==> config.mk <==
export PLATFORM = sky130hd
export DESIGN_NAME = tlsd_merge
export DESIGN_NICKNAME = d
export VERILOG_FILES = /design/src/rtl/tlsd_pkg.sv /design/src/rtl/tlsd_merge.sv
export SDC_FILE = /design/constraint.sdc
export NUM_CORES = 1
export LEC_CHECK = 0
export ABC_AREA = 0
export CORE_MARGIN = 8
export CORE_UTILIZATION = 61
export CTS_BUF_LIST = sky130_fd_sc_hd__clkbuf_8
export CTS_CLUSTER_SIZE = 24
export DETAILED_ROUTE_END_ITERATION = 10
export DONT_BUFFER_PORTS = 1
export PLACE_DENSITY_LB_ADDON = 0.08
export SYNTH_ARGS = -nofsm -noshare
export SYNTH_HDL_FRONTEND = slang
export SYNTH_SLANG_ARGS = --single-unit
export TNS_END_PERCENT = 20
==> constraint.sdc <==
create_clock -name clock -period 5.1 [get_ports clock]
set_input_delay 0.51 -clock clock [delete_from_list [all_inputs] [get_ports clock]]
set_output_delay 0.51 -clock clock [all_outputs]
set_load 0.1 [all_outputs]
==> src/rtl/tlsd_pkg.sv <==
// Shared types and constants for the toroidal Life block.
// It depends on nothing. The lanes, merge and top-level files use it.
package tlsd_pkg;

   localparam int GRID_WIDTH_DEF  = 64;
   localparam int GRID_HEIGHT_DEF = 32;

   localparam logic [31:0] FNV_BASIS     = 32'd2166136261;
   localparam logic [31:0] FNV_PRIME     = 32'd16777619;
   localparam logic [7:0]  LIMIT_DEFAULT = 8'd30;
   localparam logic [7:0]  REPEAT_MAX    = 8'd255;
   localparam logic [11:0] POP_MAX       = 12'd4095;

   localparam int CSR_ADDR_W = 3;
   localparam logic [CSR_ADDR_W-1:0] CSR_REPEAT_LIMIT = 3'd0;

   typedef enum logic [1:0] {
      ACT_WRITE = 2'd0,
      ACT_READ  = 2'd1,
      ACT_STEP  = 2'd2,
      ACT_CLEAR = 2'd3
   } action_type;

   typedef enum logic [3:0] {
      ST_IDLE,
      ST_EXEC,
      ST_FETCH,
      ST_LOAD,
      ST_CALC,
      ST_WRITE,
      ST_HASH,
      ST_EVAL,
      ST_FINISH
   } state_type;

   typedef struct packed {
      logic init;
      logic load;
   } merge_ctrl_type;

   typedef struct packed {
      logic busy;
   } merge_stat_type;

endpackage

==> src/rtl/tlsd_merge.sv <==
// Merging stage: folds the lanes' column into the FNV-1a hash and the
// live count, one cell per cycle. It depends on tlsd_pkg.
module tlsd_merge #(
   parameter int GRID_WIDTH  = tlsd_pkg::GRID_WIDTH_DEF,
   parameter int GRID_HEIGHT = tlsd_pkg::GRID_HEIGHT_DEF
) (
   input  logic                                      clock,
   input  logic                                      reset,
   input  tlsd_pkg::merge_ctrl_type                  ctrl,
   input  logic [GRID_HEIGHT-1:0]                    column,
   output tlsd_pkg::merge_stat_type                  stat,
   output logic [31:0]                               hash,
   output logic [$clog2(GRID_WIDTH*GRID_HEIGHT+1)-1:0] pop
);

   localparam int PW = $clog2(GRID_WIDTH * GRID_HEIGHT + 1);
   localparam int NW = $clog2(GRID_HEIGHT + 1);

   logic [NW-1:0]          cnt_ff;
   logic [GRID_HEIGHT-1:0] shift_ff;
   logic [31:0]            hash_ff;
   logic [31:0]            hash_in;
   logic [PW-1:0]          pop_ff;

   assign hash_in = (hash_ff ^ 32'(shift_ff[0])) * tlsd_pkg::FNV_PRIME;

   always_ff @(posedge clock) begin
      if (reset) begin
         cnt_ff <= '0;
      end else if (ctrl.load) begin
         cnt_ff <= NW'(GRID_HEIGHT);
      end else if (cnt_ff != '0) begin
         cnt_ff <= cnt_ff - NW'(1);
      end
   end

   always_ff @(posedge clock) begin
      if (ctrl.init) begin
         hash_ff <= tlsd_pkg::FNV_BASIS;
         pop_ff  <= '0;
      end else if (ctrl.load) begin
         shift_ff <= column;
      end else if (cnt_ff != '0) begin
         hash_ff  <= hash_in;
         pop_ff   <= pop_ff + PW'(shift_ff[0]);
         shift_ff <= shift_ff >> 1;
      end
   end

   assign stat.busy = (cnt_ff != '0);
   assign hash      = hash_ff;
   assign pop       = pop_ff;

endmodule
== Word level (Yosys, flattened, before mapping) ==
Index checks and enable logic that the tools add are counted.

* Reductions and logical operators: 5
* Bitwise logic cells: 3
* Add/sub/neg operators: 2
* Multiplexer cells: 4
* Multiply operators: 1

{| class="wikitable"
|+ Operators by type and width
! kind !! count
|-
| 32-bit 2-to-1 mux || 2
|-
| 32-bit by 25-bit multiplier with 32-bit output, second input constant || 1
|-
| 32-bit by 1-bit bitwise XOR with 32-bit output || 1
|-
| 12-bit by 1-bit adder with 12-bit output || 1
|-
| 6-bit 2-to-1 mux || 2
|-
| 6-bit nonzero test || 1
|-
| 6-bit by 1-bit subtractor with 6-bit output, second input constant || 1
|-
| 2-bit AND reduction || 2
|-
| 1-bit inverter || 2
|-
| 2-bit nonzero test || 1
|-
| 2-bit OR reduction || 1
|}

* Word-level logic and storage cells: 20
* Input bits: 36
* Output and inout port bits: 45
* Flip-flop bits (word level): 82

== Longest topological paths before layout ==
* Depth after elaboration: 3
* Mapped depth: 22

== Worst setup path before layout ==
No wires, ideal clock.

* Path kind: register -> register
* From: register hash_ff[20] (netlist: hash[20])
* To: register hash_ff[31] (netlist: hash[31])
* Cell stages (with the launch flop): 21
* Arrival time: 5.564 ns
* Buffers on the path: 0
* Library setup time: 0.079 ns
* Required time: 5.021 ns
* Clock period less this slack: 5.642 ns
* Path slack: -0.542 ns
* Cell sequence: dfxtp_1 -> ha_1 -> ha_1 -> inv_1 -> fa_1 -> inv_1 -> ha_1 -> inv_1 -> fa_1 -> inv_1 -> fa_1 -> inv_1 -> fa_1 -> inv_1 -> ha_1 -> a21oi_1 -> nor2_1 -> or3_1 -> o311a_1 -> o21a_1 -> nor3_1

* Word-level cells in the longest chain between the ends: 2

{| class="wikitable"
|+ RTL lines
! element !! RTL line !! source
|-
| from (decl) || tlsd_merge.sv:21 || <nowiki>logic [31:0] hash_ff;</nowiki>
|-
| from (signal assigned) || tlsd_merge.sv:39 || <nowiki>hash_ff <= tlsd_pkg::FNV_BASIS;</nowiki>
|-
| from (signal assigned) || tlsd_merge.sv:44 || <nowiki>hash_ff <= hash_in;</nowiki>
|-
| 32-bit by 1-bit bitwise XOR with 32-bit output || tlsd_merge.sv:25 || <nowiki>assign hash_in = (hash_ff ^ 32'(shift_ff[0])) * tlsd_pkg::FNV_PRIME;</nowiki>
|-
| 32-bit by 25-bit multiplier with 32-bit output || tlsd_merge.sv:25 ||
|}

Every way passes these cells.
A chain may end at the register's enable or synchronous reset.

== Worst setup path in the final report ==
* From: register hash_ff[10] (netlist: hash[10])
* To: register hash_ff[27] (netlist: hash[27])

Same word-level chain as after synthesis.

==> qor.txt <==
Clk sinks - 82
First-pass GRT wire length - 34,600 um
Post-route ant nets - 0
Area grow syn2layout - 12.0%
Die width - 137 um
WHS - 0.190 ns
CP max FO - 9
CTS tree - built
Sequential area share after synthesis - 21.8%
Initial antenna violation count - 0
R2r worst-path depth - 18
Reg clk slew, reported paths - 0.11 ns
Die area - 18,900 sq um
Critical path class - flop to flop
Via density - 5.64
Core Area - 14,500 sq um
Diode count - 0
# IOs - 81
Max Freq - 0.203 GHz
Total of fill cells in the finished design - 1,160
Slew HR - 20.3%
Unrepaired setup endpoints after global routing - true
Worst EP arrival - 5.23 ns
Worst slew pin tran - 1.19 ns
GRT overflow - 0
DRC violations left - 0
PortBufs - 0
Critical path data required time - 5.41 ns
Dpl cells - 1,120
Util after Layout - 69.5%
GPL Wtd Cong - 0.922
FFs w/ async S/R, synth - 0%
WL/cell - 18.9 um
Register area - 2020 sq um
GRT Overall Usage - 23.7%
Prevailing post-synth register cell - dfxtp_1
Yosys cell types - 64
Status - finished clean
Clk buf depth - 2
Vias in the first global route - 6,746
Hold_buf cts - 0
DRT iter0 DRCs - 393
Setup violations, final - 0
Final-report hold violation count - 0
Total number of vias - 6,445
Syn nets - 1,205
Detailed Route WL - 21,600 um
Critical Path Sink Type - flop
Final period utilization - 96.4%
Worst setup SP type - flop
Footprint of the multi-input gates - 6500 sq um
Top cells by area, synth - ha_1, fa_1, dfxtp_1
Top cell type's share of synthesized area - 26.3%
Post-Syn Area - 8980 sq um
Total Nets Final - 1,252
Final std cells w/o fill - 1,142
Most frequent cells in the layout - inv_1, ha_1, fa_1, nand2_1, buf_4
Clk root buf - clkbuf_8
Number of flops mapped to enable cells by yosys - 32
Clk_skew - 0.0194 ns
First drt pass iteration count - 5
Fin crit period - 4.92 ns
Layout cells sized above 1 - 20.1%
Die Height - 137 um
Synth area leader - ha_1
Worst-Skew Late Latency - 0.39 ns
Hold Crit Class - input port to flop
TritonCTS buffer count - 9
Syn avg cell area - 9.92 sq um
Initial Utilization - 62.1%
Yosys warnings - 0
Post-detailed-placement half-perimeter wirelength - 17,300 um
Slew Viols, Final - 0
#FFs+latches synth - 82
Largest net degree at the start of global routing - 39
FP Rows - 44
Most common cell after layout, fill and taps aside - inv_1
Hold-critical path depth - 1
Cell count after synthesis - 906
H-tree depth - 3
Max Cap Violations - 0
-- sequential cells by signal (all words and copies together) (netlist names) --
register / cells
hash: 32
shift_ff: 32
pop: 12
cnt_ff: 6
-- cells in the mapped netlist (11+ instances only) --
cell type  count
nand2_1       65
clkbuf_1      13
o211ai_1      11
edfxtp_1      32
fa_1          74
nor2_1        26
ha_1         189
dfxtp_1       50
nand3_1       13
inv_1        177
mux2_2        31
xnor2_1       30
xor2_1        17
o21ai_1       12
a21oi_1       42
nor3_1        15
-- worst paths after layout --
kind	to	from	slack, ns
worst max-delay path	hash[27]$_SDFFE_PP0P_	hash[10]$_SDFFE_PP1P_	0.18
worst min-delay path	hash[1]$_SDFFE_PP0P_	ctrl[1]	0.19
worst max register to register	hash[27]$_SDFFE_PP0P_	hash[10]$_SDFFE_PP1P_	0.18
worst min register to register	hash[2]$_SDFFE_PP1P_	hash[2]$_SDFFE_PP1P_	0.52
-- metal layers --
layer  routed length [um]  GRT usage, %  up-vias
met5                    0             0        -
met4                  276          5.91        0
met3                 1300          4.92       24
met2                10500          39.7      170
met1                 9480          30.8     3129
li1                     -             -     3122
-- cell families after synthesis --
group / count (synthesis) / share of synthesized area, %
buffers and inverters: 200 / 9.12
adder cells (fa/ha/maj): 263 / 42.8
flip-flops: 82 / 21.8
multiplexers: 34 / 4.22
XOR/XNOR: 47 / 4.58
AO/OA/AOI/OAI: 122 / 9.00
AND/OR/NAND/NOR: 158 / 8.44
-- worst max-delay path, stage by stage (launching register included) --
cell	delay [ns]
dfxtp_4	0.38
ha_1	0.31
ha_1	0.32
fa_1	0.45
ha_2	0.22
fa_1	0.48
ha_1	0.29
inv_1	0.05
fa_1	0.54
inv_1	0.06
ha_4	0.32
and3_4	0.20
and3_4	0.19
and3_4	0.17
o211ai_2	0.12
a21oi_4	0.23
o32ai_2	0.12
xor2_1	0.15
a211oi_2	0.24
-- area by class of cell --
class	count	share of cell area (%)
repair buffers	58	4.48
clock inverters	7	0.709
flip-flops and latches	82	20.1
inverters	178	6.64
clock buffers	9	1.23
multi-input cells	624	64.5
well taps	184	2.29
-- repair_timing --
action / CTS / global route
endpoints found under the setup margin: 0 / 13
gates resized for setup: 0 / 50
buffers inserted: 0 / 6
-- through the flow --
stage          area (sq um)  setup slack, ns  setup TNS [ns]
2_1_floorplan          9040          0.00835               0
3_3_place_gp           9530            0.128               0
4_1_cts                9730           0.0230               0
6_report              10100            0.182               0
5_1_grt               10100          -0.0448         -0.0961
3_5_place_dp           9530           0.0769               0
Power is left out: the tool's default activity adds up to more than one toggle a clock period on the data nets, which glitch-free logic cannot reach.
