===== config.mk =====
export PLATFORM = sky130hd
export DESIGN_NAME = tlsd_lanes
export DESIGN_NICKNAME = d
export VERILOG_FILES = /design/src/rtl/tlsd_pkg.sv /design/src/rtl/tlsd_lanes.sv
export SDC_FILE = /design/constraint.sdc
export NUM_CORES = 1
export LEC_CHECK = 0
export ABC_AREA = 1
export ABC_CLOCK_PERIOD_IN_PS = 9300
export BUFFER_PORTS_ARGS = -buffer_cell sky130_fd_sc_hd__buf_2
export CAP_MARGIN = 10
export CORE_AREA = 10 10 98 144
export DETAILED_ROUTE_END_ITERATION = 7
export DIE_AREA = 0 0 108 154
export PLACE_DENSITY = 0.84
export SLEW_MARGIN = 40
export SYNTH_ARGS = -nofsm -noshare
export SYNTH_HDL_FRONTEND = slang
export SYNTH_SLANG_ARGS = --single-unit

===== constraint.sdc =====
create_clock -name clock -period 9.3 [get_ports clock]
set_input_delay 2.325 -clock clock [delete_from_list [all_inputs] [get_ports clock]]
set_output_delay 2.325 -clock clock [all_outputs]
set_load 0.005 [all_outputs]

===== src/rtl/tlsd_pkg.sv =====
// Shared types and constants for the toroidal Life block.
// It depends on nothing. The lanes, merge and top-level files use it.
package tlsd_pkg;

   localparam int GRID_WIDTH_DEF  = 64;
   localparam int GRID_HEIGHT_DEF = 32;

   localparam logic [31:0] FNV_BASIS     = 32'd2166136261;
   localparam logic [31:0] FNV_PRIME     = 32'd16777619;
   localparam logic [7:0]  LIMIT_DEFAULT = 8'd30;
   localparam logic [7:0]  REPEAT_MAX    = 8'd255;
   localparam logic [11:0] POP_MAX       = 12'd4095;

   localparam int CSR_ADDR_W = 3;
   localparam logic [CSR_ADDR_W-1:0] CSR_REPEAT_LIMIT = 3'd0;

   typedef enum logic [1:0] {
      ACT_WRITE = 2'd0,
      ACT_READ  = 2'd1,
      ACT_STEP  = 2'd2,
      ACT_CLEAR = 2'd3
   } action_type;

   typedef enum logic [3:0] {
      ST_IDLE,
      ST_EXEC,
      ST_FETCH,
      ST_LOAD,
      ST_CALC,
      ST_WRITE,
      ST_HASH,
      ST_EVAL,
      ST_FINISH
   } state_type;

   typedef struct packed {
      logic init;
      logic load;
   } merge_ctrl_type;

   typedef struct packed {
      logic busy;
   } merge_stat_type;

endpackage


===== src/rtl/tlsd_lanes.sv =====
// One Life rule lane per row, all rows of a column side by side.
// It depends on tlsd_pkg for its default height; the new column is registered.
module tlsd_lanes #(
   parameter int GRID_HEIGHT = tlsd_pkg::GRID_HEIGHT_DEF
) (
   input  logic                   clock,
   input  logic                   enable,
   input  logic [GRID_HEIGHT-1:0] prev_col,
   input  logic [GRID_HEIGHT-1:0] cur_col,
   input  logic [GRID_HEIGHT-1:0] next_col,
   output logic [GRID_HEIGHT-1:0] new_col
);

   logic [GRID_HEIGHT-1:0] col_in;
   logic [GRID_HEIGHT-1:0] col_ff;

   for (genvar y = 0; y < GRID_HEIGHT; y++) begin : g_lane
      localparam int UP = (y + 1) % GRID_HEIGHT;
      localparam int DN = (y + GRID_HEIGHT - 1) % GRID_HEIGHT;
      logic [3:0] count;
      assign count = 4'(prev_col[DN]) + 4'(prev_col[y]) + 4'(prev_col[UP])
                   + 4'(cur_col[DN]) + 4'(cur_col[UP])
                   + 4'(next_col[DN]) + 4'(next_col[y]) + 4'(next_col[UP]);
      assign col_in[y] = (count == 4'd3) || (cur_col[y] && (count == 4'd2));
   end

   always_ff @(posedge clock) begin
      if (enable) begin
         col_ff <= col_in;
      end
   end

   assign new_col = col_ff;

endmodule


==> Word level (Yosys, flattened, before mapping) <==
Cells that the tools add are included.
{ "word_totals": {"output_inout_bits": 32, "word_cells": 353, "in_bits": 98, "register_bits": 32} }
{ "classes": {"eq_ne": 64, "addsub": 224, "n_reduce_logical": 64} }
{ "op_table": {"columns": ["op", "n"], "rows": [
  ["4-bit by 1-bit adder with 4-bit output", 128],
  ["4-bit by 2-bit equality test with 1-bit output (second input constant)", 64],
  ["3-bit by 1-bit adder with 4-bit output", 32],
  ["2-bit by 1-bit adder with 3-bit output", 32],
  ["1-bit by 1-bit adder with 2-bit output", 32],
  ["1-bit logical AND", 32],
  ["1-bit logical OR", 32]
]} }

==> Longest topological paths before layout <==
Gate-level depths: netlist of the first run.
{ "depth": {"word_depth": 10, "mapped_depth": 11, "mapped_depth_nobuf": 11} }

==> Worst setup path before layout of the first run <==
No wires, ideal clock.
{ "synth_path": {"path_type": "in2reg", "startpoint": "input port prev_col[0]", "endpoint": "register col_ff[1], in the netlist new_col[1], data pin", "t_arrival_ns": 4.654, "setup_time_ns": 0.257, "stages": 11, "path_buffers": 0, "required_time_ns": 9.043, "slack_ns": 4.389, "path_cell_list": "inv_1 > fa_1 > fa_1 > fa_1 > inv_1 > ha_1 > fa_1 > inv_1 > nand2_1 > nand3_1 > a21oi_1"} }
{ "synth_between": {"elab_chain_len": 10, "word_cells_on_any_way": 11, "cone_classes": "7 x add/sub; 2 x eq/ne; 2 x reduce/logical"} }
{ "synth_lines": {"columns": ["item", "line_no", "source"], "rows": [
  ["start, declared", "tlsd_lanes.sv:8", "input logic [GRID_HEIGHT-1:0] prev_col,"],
  ["1-bit by 1-bit adder with 2-bit output *", "tlsd_lanes.sv:21", "assign count = 4'(prev_col[DN]) + 4'(prev_col[y]) + 4'(prev_col[UP])"],
  ["2-bit by 1-bit adder with 3-bit output *", "tlsd_lanes.sv:21", null],
  ["3-bit by 1-bit adder with 4-bit output *", "tlsd_lanes.sv:22", "+ 4'(cur_col[DN]) + 4'(cur_col[UP])"],
  ["4-bit by 1-bit adder with 4-bit output *", "tlsd_lanes.sv:22", null],
  ["4-bit by 1-bit adder with 4-bit output * (3 in series)", "tlsd_lanes.sv:23", "+ 4'(next_col[DN]) + 4'(next_col[y]) + 4'(next_col[UP]);"],
  ["4-bit by 2-bit equality test with 1-bit output", "tlsd_lanes.sv:24", "assign col_in[y] = (count == 4'd3) || (cur_col[y] && (count == 4'd2));"],
  ["1-bit logical AND", "tlsd_lanes.sv:24", null],
  ["1-bit logical OR *", "tlsd_lanes.sv:24", null],
  ["via col_in[1]", "tlsd_lanes.sv:14", "logic [GRID_HEIGHT-1:0] col_in;"],
  ["end signal, assigned", "tlsd_lanes.sv:29", "col_ff <= col_in;"],
  ["end, declared", "tlsd_lanes.sv:15", "logic [GRID_HEIGHT-1:0] col_ff;"]
]} }
The timed path passes the listed nets; every way through them passes the cells marked *.
A chain may end at the register's enable or synchronous reset.

==> Worst setup path after layout of the first run <==
{ "layout_path": {"startpoint": "input port prev_col[27]", "endpoint": "register col_ff[28], in the netlist new_col[28], data pin"} }
Same word-level chain as after synthesis.

==> implementation parameters, run 1 <==
Parameter                              Value

Outcome
  Result of the run ... finished, final reports clean

Clocking
  Postcts setup bufs ... 0
  Number of levels in the clock H-tree ... 2
  Number of cells upsized or downsized after cts ... 0
  Cts hold-fix bufs ... 0
  Clock edge transition at the registers on the reported setup and hold paths ... approximately 0.060 ns
  TritonCTS sink count ... 32
  Number of buffers between clock root and the deepest sink ... 2
  TritonCTS clock tree ... done
  Clock root buffer ... sky130_fd_sc_hd__clkbuf_16
  Number of buffers inserted during clock tree synthesis ... 5

Flow run
  Max Cap Viol ... 0

Synthesis
  Most instantiated flip-flop cell in the synthesis netlist ... sky130_fd_sc_hd__edfxtp_1
  Area share of the largest cell type after synthesis ... between 30% and 40%
  Leading post-synthesis cells by cell area ... sky130_fd_sc_hd__fa_1 38%, sky130_fd_sc_hd__ha_1 18%, sky130_fd_sc_hd__inv_1 18%, sky130_fd_sc_hd__edfxtp_1 14%, sky130_fd_sc_hd__nand2_1 5.3%
  Number of synthesized flops with an enable pin ... 32
  Flop and latch count out of synthesis ... 32
  Count of cell types in the netlist ... 7
  Commonest cells in the netlist ... 319 x sky130_fd_sc_hd__inv_1, 128 x sky130_fd_sc_hd__fa_1, 96 x sky130_fd_sc_hd__ha_1, 96 x sky130_fd_sc_hd__nand2_1, 64 x sky130_fd_sc_hd__nand3_1
  Sequential fraction of the synthesis area ... between 10% and 20%
  Fraction of registers with async set or reset after synthesis ... 0%
  Library cell occupying the most area in the post-synthesis netlist ... sky130_fd_sc_hd__fa_1
  Cell with the most instances after synthesis ... sky130_fd_sc_hd__inv_1
  Synthesized area divided by synthesized cell count ... about 9 µm²
  Net Count, Synth ... about 1100
  Post-Synthesis Cells ... approximately 770
  Yosys warnings ... 0
  Cell area after synthesis ... roughly 0.0068 mm²

Timing
  Setup violations, final ... 0
  Post-layout worst setup margin ... between 4 and 5 ns
  Post-route fraction of the period consumed by the critical path ... 52.0%
  Relative max-transition margin ... between 60 and 70%
  Max Clock Freq ... 207 MHz
  Number of max-slew violations in the final report ... 0
  Final setup TNS ... 0 ns
  Final min period ... 4.84 ns
  Slew at the pin with the worst max-slew slack ... roughly 0.54 ns
  Hold Vio Cnt, Final ... 0
  RSZ-0062 raised after global routing ... false

Die
  DIE HEIGHT ... roughly 150 µm
  Initial core utilization ... between 50% and 60%
  Area of the core ... about 0.011 mm²
  Site row count ... between 40 and 50
  DIE AREA ... between 0.015 and 0.02 mm²
  Width of the chip ... 108 µm
  Ports ... 130

Placement
  Estimated wirelength of the detail-placed design ... ~13 mm
  Placed cells ... 1046
  Global placer's final weighted congestion ... approximately 0.84
  Worst slack, placed ... 4.15 ns
  Port Buffers ... 129
  Post-Place Cell Area ... 0.00760 mm²

GRT
  Antenna violations before repair ... 1
  Global route total overflow ... 0
  Wire length of the first global-routing pass ... roughly 24 mm
  Overall routing resource usage ... between 10% and 20%
  Via count of the first global-routing pass ... ~5500
  Pin count of the biggest net entering global routing ... 33

Drt
  Violation count after the first detailed-route iteration ... 110
  Final routed DRC violation total ... 0
  Detailed Routing Iterations Pass 1 ... 5
  Number of antenna-violating nets in the routed design ... 0
  Via count ... approximately 5000
  Routed wire length ... 14.0 mm
  Average vias per placed instance ... 4.72
  Avg WL per Cell ... around 13 µm

Critical path
  Launch point of the critical path ... prev_col[27]
  Path type of the worst setup path ... in -> reg
  Endpoint kind of the worst setup timing path ... register
  Highest net fanout along the worst path ... 2
  Required arrival time at the worst endpoint ... between 9 and 10 ns
  Crit path capture ... new_col[28]
  Type of element launching the critical path ... primary input
  CP Data Arrival Time ... 4.87 ns

Pwr
  Maximum VDD drop ... 0.0975 mV
  PwrDens ... between 100 and 150 mW/mm²
  Final Power ... between 1 and 1.5 mW
  Leakage Power ... roughly 4.5 nW

Layout
  Growth of design area from synthesis to finish ... 14.4%
  Number of flip-flops in the largest register ... 32
  Number of standard cells in the layout, taps in and fillers out ... between 1000 and 1500
  Count of antenna diodes in the layout ... 0
  Fraction of layout cells with a size suffix above 1 ... roughly 15%
  Final std cell area, no fill ... about 0.0077 mm²
  NumNets Final ... 1225

Worst hold path
  Class of the tightest hold or removal check ... in -> reg
## power by group
part           leakage [nW]  internal, mW  switching (mW)  total (mW)
clock network        0.0710        0.0977          0.0739       0.172
registers             0.308         0.219          0.0136       0.232
logic                  4.12         0.318           0.394       0.712
## layer usage
metal | track usage, % | vias up | part of all wire, %
met5 | 0 | - | 0
met4 | 4.73 | 0 | 1.6
met3 | 4.23 | 13 | 5.9
met2 | 33.2 | 125 | 54
met1 | 18.8 | 2352 | 38
li1 | - | 2482 | -
## how the worst min path moves through the flow
stage | cells past startpoint | slack, ns | start | to
final | 5 | 2.55 | cur_col[3] | new_col[3]
after detailed placement | 1 | 2.72 | new_col[3] | new_col[3]
after global routing | 1 | 2.57 | enable | new_col[12]
after floorplan | 0 | 2.44 | enable | new_col[0]
after global placement | 1 | 2.72 | new_col[6] | new_col[6]
after CTS | 5 | 2.55 | cur_col[24] | new_col[24]
## cells by family (layout without fill, tap and decap cells)
logic type / after synthesis / after routing / synth area share [%]
buffers and inverters: 319 / 456 / 17.7
adder cells (fa/ha/maj): 224 / 224 / 55.7
AND/OR/NAND/NOR: 160 / 160 / 10.1
AO/OA/AOI/OAI: 32 / 32 / 2.37
flip-flops: 32 / 32 / 14.2
## stage by stage
| stage | hold slack [ns] | util, % |
|---|---|---|
| finish | 2.55 | 67.5 |
| global route | 2.57 | 67.5 |
| CTS | 2.55 | 67.5 |
| detailed placement | 2.72 | 66.2 |
| global placement | 2.72 | 66.2 |
| floorplan | 2.44 | - |
## cells in the final DEF (no fill, tap or decap)
| cell | count |
|---|---|
| sky130_fd_sc_hd__edfxtp_1 | 32 |
| sky130_fd_sc_hd__nand3_1 | 64 |
| sky130_fd_sc_hd__clkinv_2 | 2 |
| sky130_fd_sc_hd__buf_4 | 1 |
| sky130_fd_sc_hd__clkinv_1 | 1 |
| sky130_fd_sc_hd__nand2_1 | 96 |
| sky130_fd_sc_hd__a21oi_1 | 32 |
| sky130_fd_sc_hd__fa_1 | 128 |
| sky130_fd_sc_hd__clkbuf_16 | 5 |
| sky130_fd_sc_hd__ha_1 | 96 |
| sky130_fd_sc_hd__inv_1 | 319 |
| sky130_fd_sc_hd__buf_2 | 128 |
## critical path, cell delays in order
cell                      delay (ns)
sky130_fd_sc_hd__buf_2          0.09
sky130_fd_sc_hd__inv_1          0.08
sky130_fd_sc_hd__fa_1           0.56
sky130_fd_sc_hd__fa_1           0.42
sky130_fd_sc_hd__fa_1           0.49
sky130_fd_sc_hd__inv_1          0.04
sky130_fd_sc_hd__ha_1           0.20
sky130_fd_sc_hd__fa_1           0.40
sky130_fd_sc_hd__inv_1          0.07
sky130_fd_sc_hd__nand2_1        0.05
sky130_fd_sc_hd__nand3_1        0.08
sky130_fd_sc_hd__a21oi_1        0.05
## layout make-up
type                    instances  area (µm²)
multi-input cells             416        4600
fillers                       929        3730
inverters                     319        1200
flip-flops and latches         32         961
repair buffers                129         648
well taps                     150         188
clock buffers                   5         125
clock inverters                 3        13.8
(Power assumes the default switching activity.)
==> inputs of run 2 (changes only) <==
Settings changed: ABC_CLOCK_PERIOD_IN_PS 9300 to 4800, CORE_AREA 10 10 98 144 to 10 10 100 146, DIE_AREA 0 0 108 154 to 0 0 110 156, PLACE_DENSITY 0.84 to 0.81.
Clock period 9.3 ns to 4.8 ns, I/O delays scaled along.
==> implementation parameters, run 2 (synthesis results as in run 1) <==
Parameter                              Value

Clocking
  TritonCTS clock tree ... done
  TritonCTS sink count ... 32 (unchanged)
  Number of cells upsized or downsized after cts ... 0 (unchanged)
  Postcts setup bufs ... 0 (unchanged)
  Cts hold-fix bufs ... 0 (unchanged)
  Number of buffers inserted during clock tree synthesis ... 5 (unchanged)
  Clock edge transition at the registers on the reported setup and hold paths ... 0.06 ns (about the same)
  Number of buffers between clock root and the deepest sink ... 2 (unchanged)
  Clock root buffer ... sky130_fd_sc_hd__clkbuf_16
  Number of levels in the clock H-tree ... 2 (unchanged)

Timing
  Setup violations, final ... 0 (unchanged)
  Relative max-transition margin ... 64.9% (+0.60 points)
  Slew at the pin with the worst max-slew slack ... 0.526 ns (-0.00904 ns)
  Hold Vio Cnt, Final ... 0 (unchanged)
  Final min period ... 3.74 ns
  RSZ-0062 raised after global routing ... false
  Number of max-slew violations in the final report ... 0 (unchanged)
  Max Clock Freq ... approximately 270 MHz
  Post-route fraction of the period consumed by the critical path ... between 70% and 80%
  Final setup TNS ... 0 ns (unchanged)

Die
  Area of the core ... 0.0120 mm² (+4.2%)
  DIE AREA ... 0.0172 mm² (+3.2%)
  DIE HEIGHT ... 156 µm (+1.3%)
  Ports ... 130 (unchanged)
  Width of the chip ... 110 µm (+1.9%)
  Initial core utilization ... 56.6% (-2.4 points)
  Site row count ... 49 (+2.1%)

GRT
  Via count of the first global-routing pass ... 5617 (+1.3%)
  Overall routing resource usage ... 17.1% (-0.55 points)
  Global route total overflow ... 0 (unchanged)
  Wire length of the first global-routing pass ... 23.9 mm (-0.46%)
  Antenna violations before repair ... 2 (+1)
  Pin count of the biggest net entering global routing ... 33 (unchanged)

Drt
  Detailed Routing Iterations Pass 1 ... 4 (-1)
  Final routed DRC violation total ... 0 (unchanged)
  Violation count after the first detailed-route iteration ... 113 (+2.7%)
  Avg WL per Cell ... 13.2 µm (-0.76%)
  Routed wire length ... 13.9 mm (-0.76%)
  Via count ... 4966 (-0.12%)
  Number of antenna-violating nets in the routed design ... 0 (unchanged)
  Average vias per placed instance ... 4.71 (-0.12%)

Placement
  Global placer's final weighted congestion ... 0.824 (-2.1%)
  Placed cells ... 1049 (+0.29%)
  Port Buffers ... 129 (unchanged)
  Estimated wirelength of the detail-placed design ... 12.7 mm (+0.64%)

Layout
  Count of antenna diodes in the layout ... 0 (unchanged)
  Most common cell after layout, fill and taps aside ... sky130_fd_sc_hd__inv_1
  Area of combinational cells with multiple inputs ... 0.00460 mm² (unchanged)
  Leading cell types in the layout, fill and taps excluded ... 319 x sky130_fd_sc_hd__inv_1, 128 x sky130_fd_sc_hd__fa_1, 128 x sky130_fd_sc_hd__buf_2
  Number of standard cells in the layout, taps in and fillers out ... 1054 (unchanged)
  NumNets Final ... 1225 (unchanged)
  Number of flip-flops in the largest register ... 32 (unchanged)
  Number of filler cells placed in the layout ... 1027 (+11%)
  Growth of design area from synthesis to finish ... 14.3%
  Sequential cell area in the final layout ... 961 µm² (unchanged)
  Fraction of layout cells with a size suffix above 1 ... 14.9% (-0.17 points)

Pwr
  Maximum VDD drop ... 0.140 mV (+43%)
  PwrDens ... 276 mW/mm² (+91%)
  Leakage Power ... 4.49 nW (-0.21%)

Critical path
  Highest net fanout along the worst path ... 3 (+1)
  Required arrival time at the worst endpoint ... 4.83 ns (-4.50 ns)
  Type of element launching the critical path ... primary input
  Endpoint kind of the worst setup timing path ... register
  CP Data Arrival Time ... 3.77 ns (-1.10 ns)
  Path type of the worst setup path ... in -> reg

Worst hold path
  Min-Delay Startpoint ... enable
  Number of cells traversed by the worst hold path ... 1 (-4)
  Class of the tightest hold or removal check ... in -> reg
  Endpoint, Worst Hold ... new_col[2]

Outcome
  Result of the run ... finished, final reports clean

Flow run
  Max Cap Viol ... 0 (unchanged)
run 2: changes by cell type in the layout (fill, tap and decap cells not counted):
cell,delta
sky130_fd_sc_hd__clkinv_1,-1
sky130_fd_sc_hd__clkinv_2,-2
run 2: metal layers:
| layer | track usage (%) | part of all wire (%) |
|---|---|---|
| met3 | 3.64 | 6.0 |
| met1 | 17.8 | 37 |
| met2 | 33.1 | 55 |
| met5 | 0 | 0.094 |
| met4 | 4.23 | 1.6 |
run 2: how the worst max path moves through the flow:
stage / start / endpoint / slack [ns] / cells after the start
after CTS: prev_col[0] / new_col[1] / 1.06 / 12
final: prev_col[0] / new_col[1] / 1.06 / 12
after floorplan: prev_col[0] / new_col[1] / 1.01 / 11
after global placement: prev_col[1] / new_col[1] / 0.84 / 12
after detailed placement: prev_col[7] / new_col[8] / 0.78 / 12
after global routing: prev_col[0] / new_col[1] / 0.95 / 12
run 2: power breakdown:
part / switching, mW / internal (mW) / total, mW
registers: 0.0234 / 0.424 / 0.447
logic: 0.760 / 0.616 / 1.38
clock network: 0.127 / 0.184 / 0.311
total: 0.910 / 1.22 / 2.13
run 2: through the flow:
stage	setup slack, ns	utilization [%]	hold slack, ns	instance area [µm²]	power, mW
4_1_cts	1.06	64.6	1.42	7730	2.17
2_1_floorplan	1.01	-	1.31	6760	1.45
6_report	1.06	64.6	1.43	7730	2.13
3_5_place_dp	0.778	63.6	1.60	7600	1.85
3_3_place_gp	0.836	63.6	1.60	7600	1.76
5_1_grt	0.950	64.6	1.43	7730	2.44
run 2: area by class of cell:
cell class                      count  area share [%]
Timing Repair Buffer              129            8.39
Sequential cell                    32            12.4
Tap cell                          153            2.48
Clock buffer                        5            1.62
Multi-Input combinational cell    416            59.6
Inverter                          319            15.5
run 2: worst max-delay path: stages:
cell and delay (ns):
sky130_fd_sc_hd__buf_2 0.08, sky130_fd_sc_hd__inv_1 0.10, sky130_fd_sc_hd__fa_1 0.58, sky130_fd_sc_hd__fa_1 0.44, sky130_fd_sc_hd__fa_1 0.50, sky130_fd_sc_hd__inv_1 0.05
sky130_fd_sc_hd__ha_1 0.20, sky130_fd_sc_hd__fa_1 0.40, sky130_fd_sc_hd__inv_1 0.07, sky130_fd_sc_hd__nand2_1 0.04, sky130_fd_sc_hd__nand3_1 0.07, sky130_fd_sc_hd__a21oi_1 0.04
==> inputs of run 3 (changes only) <==
Settings changed: ABC_AREA 1 to 0, ABC_CLOCK_PERIOD_IN_PS 4800 to 3350, CORE_AREA 10 10 100 146 to 10 10 102 149, DIE_AREA 0 0 110 156 to 0 0 112 159, PLACE_DENSITY 0.81 to 0.78.
Clock period 4.8 ns to 3.35 ns, I/O delays scaled along.
==> implementation parameters, run 3 <==
Parameter                              Value

Drt
  Routed wire length ... 15.0 mm (+7.9%)
  Avg WL per Cell ... 15.0 µm (+14%)
  Via count ... 4829 (-2.8%)
  Number of antenna-violating nets in the routed design ... 0 (unchanged)
  Final routed DRC violation total ... 0 (unchanged)
  Average vias per placed instance ... 4.85 (+3.0%)
  Detailed Routing Iterations Pass 1 ... 4 (unchanged)
  Violation count after the first detailed-route iteration ... 117 (+3.5%)

Critical path
  Required arrival time at the worst endpoint ... 3.47 ns (-1.36 ns)
  Highest net fanout along the worst path ... 2 (-1)
  CP Data Arrival Time ... 3.48 ns (-0.29 ns)
  CP max-delay cell ... sky130_fd_sc_hd__fa_1
  Largest stage delay on the critical path ... 0.59 ns (about the same)
  Ordered list of cells on the worst path ... buf_8 -> inv_6 -> fa_1 -> fa_1 -> fa_1 -> inv_1 -> ha_2 -> fa_2 -> o21ai_2 -> a21oi_1
  Path type of the worst setup path ... in -> reg
  Cell mode on critical path ... sky130_fd_sc_hd__fa_1
  Type of element launching the critical path ... primary input
  Endpoint kind of the worst setup timing path ... register

Outcome
  Result of the run ... complete, but fails checks
  Violations in the final reports ... negative setup slack

Synthesis
  Commonest cells in the netlist ... 223 x sky130_fd_sc_hd__inv_1, 128 x sky130_fd_sc_hd__fa_1, 96 x sky130_fd_sc_hd__ha_1, 64 x sky130_fd_sc_hd__a21oi_1
  Post-Synthesis Cells ... 639 (-17%)
  Synthesized area divided by synthesized cell count ... 10.0 µm² (+14%)
  Area share of the largest cell type after synthesis ... 40.0% (+2.1 points)
  Fraction of registers with async set or reset after synthesis ... 0% (unchanged)
  Leading post-synthesis cells by cell area ... sky130_fd_sc_hd__fa_1 40%, sky130_fd_sc_hd__ha_1 19%, sky130_fd_sc_hd__edfxtp_1 15%, sky130_fd_sc_hd__inv_1 13%, sky130_fd_sc_hd__a21oi_1 5.0%
  Most instantiated flip-flop cell in the synthesis netlist ... sky130_fd_sc_hd__edfxtp_1
  Cell area after synthesis ... 0.00640 mm² (-5.3%)
  Number of synthesized flops with an enable pin ... 32 (unchanged)
  Flop and latch count out of synthesis ... 32 (unchanged)
  Count of cell types in the netlist ... 9 (+2)
  Library cell occupying the most area in the post-synthesis netlist ... sky130_fd_sc_hd__fa_1
  Net Count, Synth ... 961 (-12%)
  Sequential fraction of the synthesis area ... 15.0% (+0.80 points)
  Yosys warnings ... 0 (unchanged)
  Cell with the most instances after synthesis ... sky130_fd_sc_hd__inv_1

Clocking
  TritonCTS clock tree ... done
  Number of levels in the clock H-tree ... 2 (unchanged)
  TritonCTS sink count ... 32 (unchanged)
  Clock edge transition at the registers on the reported setup and hold paths ... 0.06 ns (about the same)
  Number of buffers between clock root and the deepest sink ... 2 (unchanged)
  Clock root buffer ... sky130_fd_sc_hd__clkbuf_16
  Number of buffers inserted during clock tree synthesis ... 5 (unchanged)
  Cts hold-fix bufs ... 0 (unchanged)

Die
  Width of the chip ... 112 µm (+1.8%)
  Site row count ... 50 (+2.0%)
  Initial core utilization ... 51.4% (-5.1 points)
  Ports ... 130 (unchanged)
  Area of the core ... 0.0124 mm² (+4.1%)
  DIE HEIGHT ... 159 µm (+1.9%)
  DIE AREA ... 0.0178 mm² (+3.8%)

Layout
  Number of filler cells placed in the layout ... 940 (-8.5%)
  Most common cell after layout, fill and taps aside ... sky130_fd_sc_hd__inv_1
  Sequential cell area in the final layout ... 961 µm² (unchanged)
  Fraction of layout cells with a size suffix above 1 ... 39.9% (+25 points)
  Growth of design area from synthesis to finish ... 31.5%
  Final std cell area, no fill ... 0.00842 mm² (+8.9%)
  Leading cell types in the layout, fill and taps excluded ... 165 x sky130_fd_sc_hd__inv_1, 110 x sky130_fd_sc_hd__buf_2, 97 x sky130_fd_sc_hd__fa_1
  Area of combinational cells with multiple inputs ... 0.00498 mm² (+8.2%)
  NumNets Final ... 1161 (-5.2%)
  Number of flip-flops in the largest register ... 32 (unchanged)
  Final core utilization ... 67.6% (+3.0 points)
  Count of antenna diodes in the layout ... 0 (unchanged)

Timing
  Setup violations, final ... 1 (+1)
  RSZ-0062 raised after global routing ... true
  Slew at the pin with the worst max-slew slack ... 0.538 ns (+0.0112 ns)
  Max Clock Freq ... approximately 300 MHz
  Final min period ... roughly 3.4 ns
  Hold Vio Cnt, Final ... 0 (unchanged)
  Post-layout worst setup margin ... -0.00523 ns (-1.06 ns)
  Relative max-transition margin ... 64.2% (-0.75 points)
  Number of max-slew violations in the final report ... 0 (unchanged)
  Hold_ws ... 0.902 ns (-0.523 ns)
  Post-route fraction of the period consumed by the critical path ... 100%

Placement
  Worst slack, placed ... -0.361 ns (-1.14 ns)
  Global placer's final weighted congestion ... 0.837 (+1.5%)
  Port Buffers ... 129 (unchanged)
  Post-Place Cell Area ... 0.00784 mm² (+3.1%)
  Estimated wirelength of the detail-placed design ... 12.9 mm (+1.6%)

Worst hold path
  Class of the tightest hold or removal check ... in -> reg

GRT
  Overall routing resource usage ... 16.5% (-0.67 points)
  Antenna violations before repair ... 1 (-1)
  Global route total overflow ... 0 (unchanged)
  Via count of the first global-routing pass ... 5602 (-0.27%)
  Pin count of the biggest net entering global routing ... 33 (unchanged)
  Wire length of the first global-routing pass ... 24.6 mm (+3.0%)

Flow run
  Max Cap Viol ... 0 (unchanged)

Pwr
  PwrDens ... 389 mW/mm² (+41%)
  Leakage Power ... 4.24 nW (-5.5%)
  Maximum VDD drop ... 0.207 mV (+48%)
  Final Power ... 3.27 mW (+53%)
==> run 3: cell count changes after synthesis <==
cell,delta
sky130_fd_sc_hd__or2_0,+11
sky130_fd_sc_hd__nand2_1,-96
sky130_fd_sc_hd__a21oi_1,+32
sky130_fd_sc_hd__o21ai_0,+32
sky130_fd_sc_hd__nand3_1,-32
sky130_fd_sc_hd__inv_1,-96
sky130_fd_sc_hd__or2_1,+21
==> run 3: path summary, 6_finish.rpt <==
kind,cells past startpoint,startpoint,end,slack (ns)
setup / recovery,10,prev_col[9],new_col[9],-0.005
hold / removal,3,cur_col[24],new_col[24],0.90
==> run 3: final cells by class <==
cell class / count / area share [%]
Multi-Input combinational cell: 384 / 59.2
Inverter: 223 / 10.5
Timing Repair Buffer: 193 / 15.0
Sequential cell: 32 / 11.4
Tap cell: 156 / 2.32
Clock buffer: 5 / 1.49
Clock inverter: 2 / 0.0892
==> run 3: cells by family after synthesis <==
logic type,synth area share [%]
DFF,15.0
and+or+nand+nor,5.63
AOI/OAI and AO/OA,7.50
adders and majority gates,58.8
buffers and inverters,13.1
==> run 3: repair_timing <==
action / 4_1_cts / 5_1_grt
cloned: 0 / 0
pin swaps: 7 / 72
endpoints found under the setup margin: 9 / 32
resized for setup: 13 / 150
buffers inserted: 1 / 4
==> run 3: critical path, delay by kind of cell <==
kind	cells	cell delay (ns)
AO/OA/AOI/OAI	2	0.24
buffers and inverters	3	0.15
adder cells (fa/ha/maj)	5	2.24
==> run 3: report_power, final <==
part	internal [mW]	total [mW]	switching, mW	leakage, nW
logic	1.06	2.20	1.14	3.87
clock network	0.267	0.455	0.188	0.0648
registers	0.591	0.620	0.0294	0.307
total	1.92	3.27	1.36	4.24
==> run 3: per-layer routing <==
metal  up-vias  GRT usage (%)  part of all wire [%]
met5         -              0                     0
met1      2345           17.4                    37
li1       2357              -                     -
met4         0           2.78                  0.63
met3         8           4.18                   6.4
met2       119           31.8                    56
==> run 3: per-stage QoR <==
step / instances / setup TNS [ns]
2_1_floorplan: 639 / -1.06
3_3_place_gp: 983 / -7.43
3_5_place_dp: 983 / -8.60
4_1_cts: 991 / 0
5_1_grt: 995 / -0.638
6_report: 995 / -0.00523
